--- src/fcs_pkg.sv ---
// Shared types and constants for the flow-export sequence checker.
// No dependencies; used by every module in src except fcs_ram.
package fcs_pkg;

  // Widths fixed by the item format
  localparam int ENGINE_KEY_W            = 16;
  localparam int ENGINE_KEY_BITS_DEFAULT = 16;
  localparam int QUOT_W                  = 23;  // 32-bit value / 1000 fits here
  localparam int WALL_MS_W               = 11;  // 30-bit ns / 1e6 fits here
  localparam int MS_W                    = 10;  // milliseconds 0..999
  localparam int CFG_INDEX_BITS          = 4;
  localparam int CFG_DATA_BITS           = 17;

  // Item kinds
  localparam logic MODE_HEADER = 1'b0;
  localparam logic MODE_RECORD = 1'b1;

  // Register map
  localparam logic [CFG_INDEX_BITS-1:0] REG_MAX_FLOWS       = 4'd0;
  localparam logic [CFG_INDEX_BITS-1:0] REG_INTERFACE_LIMIT = 4'd1;

  localparam logic [15:0] MAX_FLOWS_RESET       = 16'd30;
  localparam logic [16:0] INTERFACE_LIMIT_RESET = 17'h10000;

  // Reciprocal constants: x/1000 = (x*M)>>38, x/1e6 = (x*M)>>50, exact for 32-bit x
  localparam logic [28:0] DIV_MS_MAGIC = 29'd274877907;
  localparam int          DIV_MS_SHIFT = 38;
  localparam logic [30:0] DIV_NS_MAGIC = 31'd1125899907;
  localparam int          DIV_NS_SHIFT = 50;

  localparam logic [MS_W-1:0]   MS_PER_S_10  = 10'd1000;
  localparam logic [MS_W:0]     MS_PER_S_11  = 11'd1000;
  localparam logic [MS_W-1:0]   MS_MAX       = 10'd999;

  typedef struct packed {
    logic        mode;
    logic [15:0] flow_count;
    logic [15:0] engine_key;
    logic [31:0] sequence_req;
    logic [31:0] time_first;
    logic [31:0] time_second;
    logic [29:0] nanoseconds;
    logic [31:0] packets;
    logic [31:0] octets;
    logic [15:0] in_interface;
    logic [15:0] out_interface;
  } item_t;

  typedef struct packed {
    logic               header_rejected;
    logic               record_valid;
    logic               out_of_order;
    logic               new_engine;
    logic signed [31:0] missing_records;
    logic [31:0]        start_seconds;
    logic [31:0]        end_seconds;
  } result_t;

  // Item with its divided-down times, ready for the execute stage
  typedef struct packed {
    item_t             item;
    logic [QUOT_W-1:0] q_first;
    logic [QUOT_W-1:0] q_second;
    logic [MS_W-1:0]   r_first;
    logic [MS_W-1:0]   r_second;
    logic [MS_W-1:0]   wall_ms;
  } prep_t;

  // Engine table entry and write request
  typedef struct packed {
    logic        seen;
    logic [31:0] expected;
  } tbl_entry_t;

  typedef struct packed {
    logic                    en;
    logic [ENGINE_KEY_W-1:0] key;
    logic [31:0]             expected;
  } tbl_wr_t;

endpackage

--- src/fcs_exec.sv ---
// Execute stage: header checks, boot time, missing count, record checks and
// epoch conversion, with the result register.
// Depends on fcs_pkg.
module fcs_exec (
  input  logic                clk,
  input  logic                rst,
  input  logic                go,
  input  fcs_pkg::prep_t      prep,
  input  fcs_pkg::tbl_entry_t entry,
  input  logic [15:0]         max_flows,
  input  logic [16:0]         interface_limit,
  output fcs_pkg::tbl_wr_t    wr,
  output fcs_pkg::result_t    result
);

  logic [31:0]              missing_total;
  logic [31:0]              boot_seconds;
  logic [fcs_pkg::MS_W-1:0] boot_ms;
  logic [15:0]              records_left;

  logic [31:0]              missing_next;
  logic [31:0]              boot_seconds_next;
  logic [fcs_pkg::MS_W-1:0] boot_ms_next;
  logic [15:0]              records_left_next;
  logic                     boot_load;
  logic                     borrow;
  logic                     is_header;
  logic                     rejected;
  logic                     seq_low;
  logic                     rec_ok;
  logic                     carry_first;
  logic                     carry_second;
  fcs_pkg::result_t         result_next;

  always_comb begin
    is_header = (prep.item.mode == fcs_pkg::MODE_HEADER);
    rejected  = prep.item.flow_count > max_flows;
    seq_low   = prep.item.sequence_req < entry.expected;

    // Boot time from wall clock minus uptime, borrowing a second
    borrow            = prep.r_first > prep.wall_ms;
    boot_seconds_next = prep.item.time_second - 32'(prep.q_first) - 32'(borrow);
    boot_ms_next      = borrow ? 10'({1'b0, prep.wall_ms} + fcs_pkg::MS_PER_S_11
                                     - {1'b0, prep.r_first})
                               : prep.wall_ms - prep.r_first;

    rec_ok = !(prep.item.time_first > prep.item.time_second)
             && (prep.item.packets != '0) && (prep.item.octets != '0)
             && ({1'b0, prep.item.in_interface} < interface_limit)
             && ({1'b0, prep.item.out_interface} < interface_limit);

    carry_first  = ({1'b0, boot_ms} + {1'b0, prep.r_first}) >= fcs_pkg::MS_PER_S_11;
    carry_second = ({1'b0, boot_ms} + {1'b0, prep.r_second}) >= fcs_pkg::MS_PER_S_11;

    missing_next      = missing_total;
    records_left_next = records_left;
    boot_load         = 1'b0;
    wr.en             = 1'b0;
    wr.key            = prep.item.engine_key;
    wr.expected       = prep.item.sequence_req + 32'(prep.item.flow_count);
    result_next       = '0;

    if (is_header) begin
      if (rejected) begin
        result_next.header_rejected = 1'b1;
        records_left_next           = '0;
      end else begin
        boot_load         = 1'b1;
        records_left_next = prep.item.flow_count;
        if (!entry.seen) begin
          result_next.new_engine = 1'b1;
          wr.en                  = go;
        end else if (seq_low) begin
          result_next.out_of_order = 1'b1;
          missing_next = missing_total - 32'(prep.item.flow_count);
        end else begin
          missing_next = missing_total + (prep.item.sequence_req - entry.expected);
          wr.en        = go;
        end
      end
    end else if (records_left != '0) begin
      records_left_next = records_left - 16'd1;
      if (rec_ok) begin
        result_next.record_valid  = 1'b1;
        result_next.start_seconds = boot_seconds + 32'(prep.q_first) + 32'(carry_first);
        result_next.end_seconds   = boot_seconds + 32'(prep.q_second) + 32'(carry_second);
      end
    end
    result_next.missing_records = signed'(missing_next);
  end

  // Running state
  always_ff @(posedge clk) begin
    if (rst) begin
      missing_total <= '0;
      boot_seconds  <= '0;
      boot_ms       <= '0;
      records_left  <= '0;
    end else if (go) begin
      missing_total <= missing_next;
      records_left  <= records_left_next;
      if (boot_load) begin
        boot_seconds <= boot_seconds_next;
        boot_ms      <= boot_ms_next;
      end
    end
  end

  // Result register
  always_ff @(posedge clk) begin
    if (go) begin
      result <= result_next;
    end
  end

endmodule

--- config.mk ---
export PLATFORM = sky130hd
export DESIGN_NAME = fcs_exec
export DESIGN_NICKNAME = d
export VERILOG_FILES = /design/src/fcs_pkg.sv /design/src/fcs_exec.sv
export SDC_FILE = /design/constraint.sdc
export NUM_CORES = 1
export LEC_CHECK = 0
export ABC_AREA = 0
export BUFFER_PORTS_ARGS = -buffer_cell sky130_fd_sc_hd__buf_4
export CORE_MARGIN = 2
export CORE_UTILIZATION = 45
export CTS_BUF_LIST = sky130_fd_sc_hd__clkbuf_4
export DETAILED_ROUTE_END_ITERATION = 6
export PLACE_DENSITY = 0.79
export SLEW_MARGIN = 20
export SYNTH_ARGS = -nofsm -noshare
export SYNTH_HDL_FRONTEND = slang
export SYNTH_SLANG_ARGS = --single-unit
--- constraint.sdc ---
create_clock -name clk -period 5.9 [get_ports clk]
set_input_delay 0.295 -clock clk [delete_from_list [all_inputs] [get_ports clk]]
set_output_delay 0.295 -clock clk [all_outputs]
set_load 0.01 [all_outputs]
==> results of run 1 <==
worst max path at each step:
stage / startpoint / to / slack [ns]
global placement: prep[20] / boot_seconds[24] / 0.24
CTS: prep[20] / boot_seconds[30] / 0.03
finish: prep[20] / boot_seconds[30] / 0.33
global route: boot_ms[0] / result[55] / 0.03
floorplan: prep[22] / boot_seconds[24] / 0.54
detailed placement: prep[20] / boot_seconds[24] / 0.08
power by group:
| part | switching, mW | internal [mW] | total (mW) |
|---|---|---|---|
| sequential | 0.0737 | 1.51 | 1.59 |
| clock | 0.604 | 0.212 | 0.816 |
| combinational | 1.30 | 1.03 | 2.33 |
flip-flops by register name, indices dropped and copies added (netlist names):
name           cells
boot_ms           10
boot_seconds      32
missing_total     32
records_left      16
result           100
area by class of cell:
cell class / count / share of cell area
flip-flops and latches: 190 / 0.190
diodes: 7 / 0.000694
clock inverters: 15 / 0.00827
inverters: 349 / 0.0519
repair buffers: 531 / 0.161
multi-input cells: 1891 / 0.554
well taps: 592 / 0.0293
clock buffers: 17 / 0.00505
what timing repair did:
item,4_1_cts,5_1_grt
hold endpoints to repair,34,0
gates resized for setup,0,10
setup endpoints to repair,0,6
hold buffers,28,0
synthesized netlist by cell type (all sizes together) (19+ instances only):
library cell,number,area (um^2)
dfxtp,90,1800
or3,20,125
nor2b,26,170
a21o,64,480
nand4,35,219
mux2i,20,200
nor3,52,270
a31oi,19,134
o21ai,157,786
xnor2,98,858
buf,32,206
nor2,203,764
fa,44,881
xor2,43,377
inv,347,1300
edfxtp,100,3000
clkbuf,44,165
nand2b,29,181
ha,306,3830
nand3,49,245
o21a,30,225
and3,23,144
nor4,31,200
a211oi,55,413
nand2,193,724
a21oi,178,891
metal layers:
layer / wire length (um) / vias up / share of wire
met5: 14 / - / 0.00021
met4: 3660 / 2 / 0.055
met1: 27200 / 9516 / 0.41
li1: - / 9827 / -
met3: 4320 / 158 / 0.064
met2: 31900 / 878 / 0.48
worst max-delay path, stage by stage:
cell           delay [ns]
dlygate4sd3_1        0.53
buf_4                0.15
ha_1                 0.27
fa_2                 0.40
o21ai_2              0.21
nand3_1              0.14
a21oi_2              0.18
o21a_1               0.20
o41ai_2              0.09
inv_1                0.08
fa_1                 0.43
ha_1                 0.20
or2_2                0.30
fa_1                 0.40
nand2b_1             0.19
a21oi_2              0.21
o21ai_2              0.15
a221oi_4             0.34
o21ai_2              0.14
o2111ai_2            0.26
nor3_1               0.09
mux2_2               0.28
o22ai_1              0.11
dlygate4sd3_1        0.58
cells by family after synthesis:
logic type                 share of synthesized area
AOI/OAI and AO/OA                              0.211
xor gates and xnor gates                      0.0606
adders and majority gates                      0.231
buffers and inverters                         0.0825
DFF                                            0.236
muxes                                         0.0120
and+or+nand+nor                                0.167
==> run_results.csv, run 1 <==
group,metric,value,unit
sta,skew,0.0359,ns
floorplan,start_util,0.458,
floorplan,ioPinCount,549,
worst_setup_path,ff2ff_setup_slack,0.40,ns
place,io_buffers,486,
worst_hold_path,hp-start,"prep[231]",
sta,max_freq,179,MHz
worst_hold_path,hold_class,"in -> reg",
detailed_routing,dr.pass1.iters,6,
detailed_routing,ant_nets,0,
global_route,grt_max_degree,68,
finish,syn_to_final_growth,23.9,%
clocking,cts_sinks,190,
finish,drive_above_1_share,0.195,
sta,setup_tns,0,ns
detailed_routing,drc,0,
sta,relSlewSlack,0.362,
place,dp_cells,3525,
detailed_routing,drt_iter0_drc,1581,
finish,fill_cells,4063,
sta,slew_viol_final,0,
global_route,top_usage_layer,"met2",
clocking,cts_tree,"yes",
place,dp_hpwl,55400,um
place,gp_congestion,0.981,
synth,syn_area,20400,um^2
run_status,status,"finished, final reports clean",
sta,post-route-period-util,0.945,
worst_setup_path,end_kind,"flip-flop",
detailed_routing,wl,67100,um
clocking,path_clk_slew,0.17,ns
global_route,grt_pass1_wl,104000,um
floorplan,die_h,217,um
detailed_routing,vias,20400,
sta,setup_viol,0,
worst_setup_path,timing.rr.end,"result[24]",
global_route,grt_use_met1,0.336,
pwr,finalPower,4.73,mW
sta,fin_ws,0.326,ns
clocking,postCtsSetupBuffers,0,
clocking,root_buffer,"clkbuf_4",
global_route,grt_pass1_vias,20000,
synth,syn_avg_cell_area,8.14,um^2
clocking,cts_made_buffers,17,
place,place_area,24600,um^2
detailed_routing,wl_per_cell,18.7,um
global_route,grt_antenna_before_repair,9,
worst_setup_path,cp.arrival,6.23,ns
detailed_routing,vias_per_cell,5.67,
pwr,p_leak,12.1,nW
worst_setup_path,crit_type,"in -> reg",
floorplan,fp-row-count,77,
floorplan,die_area,47000,um^2
finish,regArea,4800,um^2
place,dp_slack,0.0846,ns
sta,post-route-min-period,5.57,ns
global_route,track_usage,0.279,
floorplan,fp.dieW,217,um
synth,ys.flop_type,"edfxtp_1",
synth,syn_nets,3256,
worst_setup_path,reg2reg_depth,19,
clocking,insertion_delay,0.73,ns
synth,ys_ff_latch,190,
pwr,ir_drop,0.000105,V
finish,layout_common_cells,"buf_4 (503), inv_1 (347), ha_1 (306)",
floorplan,core,44500,um^2
sta,rsz0062_at_grt,"no",
synth,yosysWarningCount,0,
pwr,powerDensity,187,nW/um^2
worst_setup_path,worstReg2RegStart,"boot_ms[0]",
synth,ys_async_sr_fraction,0,
clocking,cts_max_level,4,
clocking,cts_buffer_depth,2,
worst_hold_path,min_delay_worst_endpoint,"boot_seconds[31]",
global_route,use_met3,0.0407,
finish,fin_cells,3592,
global_route,use_met2,0.484,
synth,synth.distinct_cells,87,
sta,hold-worst-slack,0.0426,ns
synth,synth_cells,2506,
worst_setup_path,startpoint_type,"primary input",
synth,synth_seq_area_share,0.236,
finish,fin_area,25300,um^2
worst_setup_path,crit_fanout,4,
flow_run,max-cap-violations,0,
synth,synth_edf_count,100,
finish,multiInputGateArea,14000,um^2
sta,hold_violations,0,
worst_setup_path,cp.required,6.56,ns
sta,tightest_slew,0.956,ns
global_route,grt_overflow,0,
finish,layout.nets,3730,
finish,fin_util,0.567,
finish,final_common_cell,"buf_4",
worst_hold_path,hold_depth,5,
Power figures use the tool's default switching activity.
==> run 2: changes to the inputs <==
Settings changed: CTS_BUF_LIST sky130_fd_sc_hd__clkbuf_4 to sky130_fd_sc_hd__clkbuf_8 sky130_fd_sc_hd__clkbuf_16, CTS_CLUSTER_DIAMETER from default to 60.
Clock period 5.9 ns to 5.7 ns, I/O delays scaled along.
==> run 2 against run 1 <==
Against the previous run: sequential power grew 3%; hold slack better by 0.063 ns; power up 13%; critical endpoint is now boot_seconds[28]; largest power group unchanged; highest routed layer is now met4.
==> run_results.csv, run 2 (same netlist as run 1, synthesis figures left out) <==
group,metric,value,unit
finish,layout_common_cells,"buf_4 (506), inv_1 (347), ha_1 (306)",
finish,fill_cells,4062,
detailed_routing,ant_nets,0,
global_route,top_usage_layer,"met2",
finish,fin_cells,3567,
global_route,grt_use_met1,0.337,
worst_setup_path,crit_type,"in -> reg",
finish,syn_to_final_growth,24.0,%
finish,drive_above_1_share,0.196,
worst_setup_path,startpoint_type,"primary input",
finish,largest_reg_flops,100,
detailed_routing,vias_per_cell,5.72,
clocking,path_clk_slew,0.08,ns
finish,final_common_cell,"buf_4",
clocking,cts_tree,"yes",
detailed_routing,dr.pass1.iters,6,
global_route,grt_max_degree,68,
finish,fin_util,0.568,
place,place_area,24600,um^2
pwr,clkPwrFrac,0.242,
finish,fin_area,25300,um^2
finish,layout.nets,3706,
worst_setup_path,crit_fanout,4,
floorplan,core,44500,um^2
worst_setup_path,cp.required,6.07,ns
worst_hold_path,hold_class,"in -> reg",
detailed_routing,drc,0,
sta,post-route-period-util,0.942,
global_route,grt_overflow,0,
place,io_buffers,486,
finish,reg_top3,"result x100, boot_seconds x32, missing_total x32",
clocking,cts_hold_buf,0,
global_route,use_met3,0.0358,
sta,post-route-min-period,5.37,ns
worst_setup_path,timing.rr.end,"result[55]",
worst_setup_path,ff2ff_setup_slack,0.37,ns
pwr,internal_power,3.23,mW
floorplan,fp-row-count,77,
worst_setup_path,critPathMaxStageDelay,0.43,ns
floorplan,ioPinCount,549,
sta,fin_ws,0.329,ns
worst_hold_path,min_delay_worst_endpoint,"boot_seconds[7]",
floorplan,die_area,47000,um^2
global_route,grt_pass1_wl,104000,um
sta,slew_viol_final,0,
floorplan,start_util,0.458,
worst_setup_path,reg2reg_depth,21,
global_route,grt_antenna_before_repair,6,
place,gp_congestion,0.989,
clocking,postCtsSetupBuffers,0,
worst_setup_path,worstReg2RegStart,"boot_ms[0]",
sta,rsz0062_at_grt,"no",
sta,hold-worst-slack,0.105,ns
place,dp_hpwl,56000,um
floorplan,fp.dieW,217,um
clocking,cts_max_level,4,
clocking,root_buffer,"clkbuf_16",
pwr,share_comb_of_total_power,0.449,
flow_run,max-cap-violations,0,
pwr,p_sw_frac,0.393,
worst_setup_path,cp.arrival,5.74,ns
pwr,seqPwrFrac,0.308,
clocking,insertion_delay,0.47,ns
pwr,p_leak,12.2,nW
global_route,grt_pass1_vias,20000,
detailed_routing,vias,20400,
pwr,switchingPower,2.10,mW
sta,relSlewSlack,0.397,
floorplan,die_h,217,um
worst_setup_path,slowest_stage,"fa_1",
pwr,finalPower,5.33,mW
sta,hold_violations,0,
detailed_routing,wl_per_cell,18.9,um
clocking,cts_sinks,190,
worst_hold_path,hp-start,"rst",
detailed_routing,drt_iter0_drc,1528,
sta,max_freq,186,MHz
sta,setup_viol,0,
clocking,cts_made_buffers,17,
run_status,status,"finished, final reports clean",
pwr,ir_drop,0.000180,V
finish,largest_register,"result",
place,dp_slack,0.0177,ns
worst_setup_path,path_cells,"buf_4 -> ha_1 -> fa_1 -> o21ai_1 -> nand3_1 -> a21oi_1 -> o21a_1 -> o41ai_2 -> inv_1 -> fa_1 -> ha_1 -> or2_2 -> fa_1 -> nand2b_1 -> a21oi_1 -> o21ai_1 -> a221oi_2 -> o21ai_1 -> o2111ai_1 -> nand2_1 -> or3_1 -> a311oi_1",
global_route,use_met2,0.482,
clocking,cts_buffer_depth,2,
sta,tightest_slew,0.904,ns
worst_setup_path,end_kind,"flip-flop",
worst_hold_path,hold_depth,2,
global_route,track_usage,0.280,
place,dp_cells,3529,
clocking,ctsResizeCount,0,
worst_setup_path,critPathBufInv,2,
pwr,powerDensity,211,nW/um^2
detailed_routing,wl,67400,um
sta,skew,0.0146,ns
sta,setup_tns,0,ns
worst_setup_path,critPathTopFamily,"compound AO/OA/AOI/OAI gates",
[run 2: worst max-delay path by stage]
stage	startpoint	cells past startpoint	to	slack, ns
after floorplan	prep[22]	24	boot_seconds[24]	0.35
after global placement	prep[20]	22	boot_seconds[28]	0.12
after detailed placement	prep[20]	22	boot_seconds[28]	0.02
after CTS	boot_ms[0]	21	result[55]	0.23
after global routing	prep[20]	22	boot_seconds[28]	0.03
final	prep[20]	22	boot_seconds[28]	0.33
[run 2: final cells by class]
| class | instances | area (um^2) | share of cell area |
|---|---|---|---|
| diodes | 6 | 15.0 | 0.000594 |
| clock buffers | 17 | 425 | 0.0168 |
| clock inverters | 15 | 206 | 0.00816 |
| inverters | 349 | 1310 | 0.0519 |
| multi-input cells | 1891 | 14000 | 0.552 |
| flip-flops and latches | 190 | 4800 | 0.190 |
| well taps | 592 | 741 | 0.0293 |
| repair buffers | 507 | 3820 | 0.151 |
[run 2: power groups by stage]
stage / sequential (mW) / clock (mW) / combinational (mW)
after floorplan: 1.68 / 0 / 1.53
after global placement: 1.67 / 0 / 2.27
after detailed placement: 1.67 / 0 / 2.35
after CTS: 1.64 / 1.31 / 2.37
after global routing: 1.65 / 1.36 / 2.65
final: 1.64 / 1.29 / 2.39
[run 2: routing by layer]
layer	vias to the layer above	share of wire	wire, um
met3	161	0.063	4230
met5	-	0	0
met4	0	0.057	3820
li1	9789	-	-
met1	9580	0.40	27000
met2	886	0.48	32300
==> run 3: changes to the inputs <==
Settings changed: PLACE_DENSITY 0.79 to default, PLACE_DENSITY_LB_ADDON from default to 0.1.
==> run 3 against run 2 <==
Against the previous run: clock skew is 0.0023 ns lower; die area stayed put; wire length is 3.6% lower; global-route usage is 0.82 points lower; clock-buffer cell count is 2 higher; highest routed layer unchanged.
==> run_results.csv, run 3 (same netlist as run 1, synthesis figures left out) <==
group,metric,value,unit
detailed_routing,vias,19700,
clocking,cts_sinks,190,
detailed_routing,vias_per_cell,5.53,
finish,largest_reg_flops,100,
worst_setup_path,crit_fanout,4,
finish,largest_register,"result",
finish,layout_common_cells,"buf_4 (506), inv_1 (348), ha_1 (306)",
place,io_buffers,486,
place,dp_hpwl,53500,um
global_route,track_usage,0.271,
global_route,grt_pass1_wl,101000,um
sta,slew_viol_final,0,
worst_setup_path,critPathMaxStageDelay,0.50,ns
clocking,root_buffer,"clkbuf_16",
pwr,powerDensity,210,nW/um^2
worst_setup_path,cp.required,5.91,ns
clocking,ctsResizeCount,0,
floorplan,fp-row-count,77,
sta,hold_violations,0,
clocking,cts_hold_buf,0,
clocking,path_clk_slew,0.07,ns
global_route,grt_max_degree,66,
sta,tightest_slew,1.04,ns
floorplan,fp.dieW,217,um
worst_setup_path,startpoint_type,"flip-flop",
pwr,clkPwrFrac,0.242,
place,place_area,24600,um^2
detailed_routing,wl,64900,um
pwr,p_sw_frac,0.378,
worst_setup_path,critPathBufInv,1,
finish,fill_cells,4197,
worst_setup_path,crit_type,"reg -> reg",
run_status,status,"finished, final reports clean",
place,dp_cells,3528,
sta,post-route-min-period,5.31,ns
sta,fin_ws,0.390,ns
clocking,cts_made_buffers,17,
finish,fin_cells,3563,
worst_setup_path,cp_common_cell,"a21oi_1",
sta,relSlewSlack,0.305,
sta,setup_viol,0,
worst_setup_path,slowest_stage,"a311oi_1",
global_route,grt_antenna_before_repair,3,
finish,final_common_cell,"buf_4",
sta,setup_tns,0,ns
floorplan,ioPinCount,549,
finish,syn_to_final_growth,23.8,%
pwr,p_leak,12.2,nW
pwr,ir_drop,0.000150,V
detailed_routing,ant_nets,0,
floorplan,start_util,0.458,
detailed_routing,dr.pass1.iters,6,
pwr,finalPower,5.29,mW
pwr,switchingPower,2.00,mW
worst_hold_path,hold_class,"in -> reg",
detailed_routing,wl_per_cell,18.2,um
pwr,internal_power,3.29,mW
finish,reg_top3,"result x100, boot_seconds x32, missing_total x32",
sta,post-route-period-util,0.932,
clocking,insertion_delay,0.46,ns
clocking,postCtsSetupBuffers,0,
worst_setup_path,end_kind,"flip-flop",
pwr,seqPwrFrac,0.310,
place,dp_slack,0.207,ns
clocking,cts_tree,"yes",
floorplan,die_area,47000,um^2
floorplan,die_h,217,um
place,gp_congestion,0.920,
floorplan,core,44500,um^2
detailed_routing,drt_iter0_drc,1171,
clocking,cts_max_level,4,
worst_setup_path,path_cells,"ha_1 -> fa_1 -> a21o_1 -> a21oi_1 -> o21bai_1 -> a21oi_1 -> nor2b_1 -> o21a_1 -> o21a_1 -> o21ai_0 -> nand2_1 -> fa_1 -> a211oi_1 -> o21ai_1 -> a311oi_1 -> o31ai_1 -> nand2_1 -> a21oi_1 -> buf_4 -> or4_1 -> and3_1",
clocking,cts_buffer_depth,2,
finish,drive_above_1_share,0.194,
sta,skew,0.0123,ns
global_route,grt_overflow,0,
sta,max_freq,188,MHz
flow_run,max-cap-violations,0,
finish,layout.nets,3706,
worst_setup_path,critPathTopFamily,"compound AO/OA/AOI/OAI gates",
worst_setup_path,cp.arrival,5.52,ns
global_route,grt_pass1_vias,19500,
finish,fin_area,25200,um^2
sta,rsz0062_at_grt,"no",
detailed_routing,drc,0,
pwr,share_comb_of_total_power,0.448,
## run 3: cell count changes in the layout (fill, tap and decap cells not counted), moves of 2 or more
| cell | change |
|---|---|
| inv_12 | -2 |
| inv_6 | +3 |
| clkbuf_16 | +2 |
| clkinv_8 | -6 |
| diode_2 | -4 |
## run 3: per-stage QoR
stage           util  hold slack (ns)
6_report       0.567            0.126
5_1_grt        0.567            0.130
4_1_cts        0.566            0.109
3_5_place_dp   0.553            0.481
3_3_place_gp   0.552            0.466
2_1_floorplan      -            0.397
## run 3: worst register-to-register path: cells and delay by family (launching register included)
kind / cells / cell delay (ns)
buffers and inverters: 1 / 0.18
and+or+nand+nor: 5 / 0.98
AOI/OAI and AO/OA: 12 / 2.55
adders and majority gates: 3 / 1.01
DFF: 1 / 0.33
## run 3: area by class of cell
cell class,count,area [um^2],area share
inverters,349,1310,0.0519
flip-flops and latches,190,4800,0.190
well taps,592,741,0.0293
multi-input cells,1891,13900,0.552
clock inverters,13,141,0.00560
diodes,2,5.00,0.000198
clock buffers,19,475,0.0188
repair buffers,507,3820,0.151
## run 3: power by group through the flow
stage	registers, mW	clock network, mW	logic, mW
6_report	1.64	1.28	2.37
5_1_grt	1.66	1.35	2.65
4_1_cts	1.64	1.31	2.36
3_5_place_dp	1.67	0	2.35
3_3_place_gp	1.67	0	2.30
2_1_floorplan	1.68	0	1.53
## run 3: path summary, 6_finish.rpt
| path | startpoint | end | slack, ns | cells past startpoint |
|---|---|---|---|---|
| worst max-delay path | boot_ms[0] | result[21] | 0.39 | 21 |
| worst min-delay path | prep[20] | boot_ms[0] | 0.13 | 3 |
| worst max register to register | boot_ms[0] | result[21] | 0.39 | 21 |
| worst min register to register | missing_total[8] | missing_total[8] | 0.49 | 2 |
## run 3: routing by layer
layer	GRT usage	routed length, um
met5	0	0
met4	0.0984	2230
met3	0.0491	3820
met2	0.488	32400
met1	0.323	26500
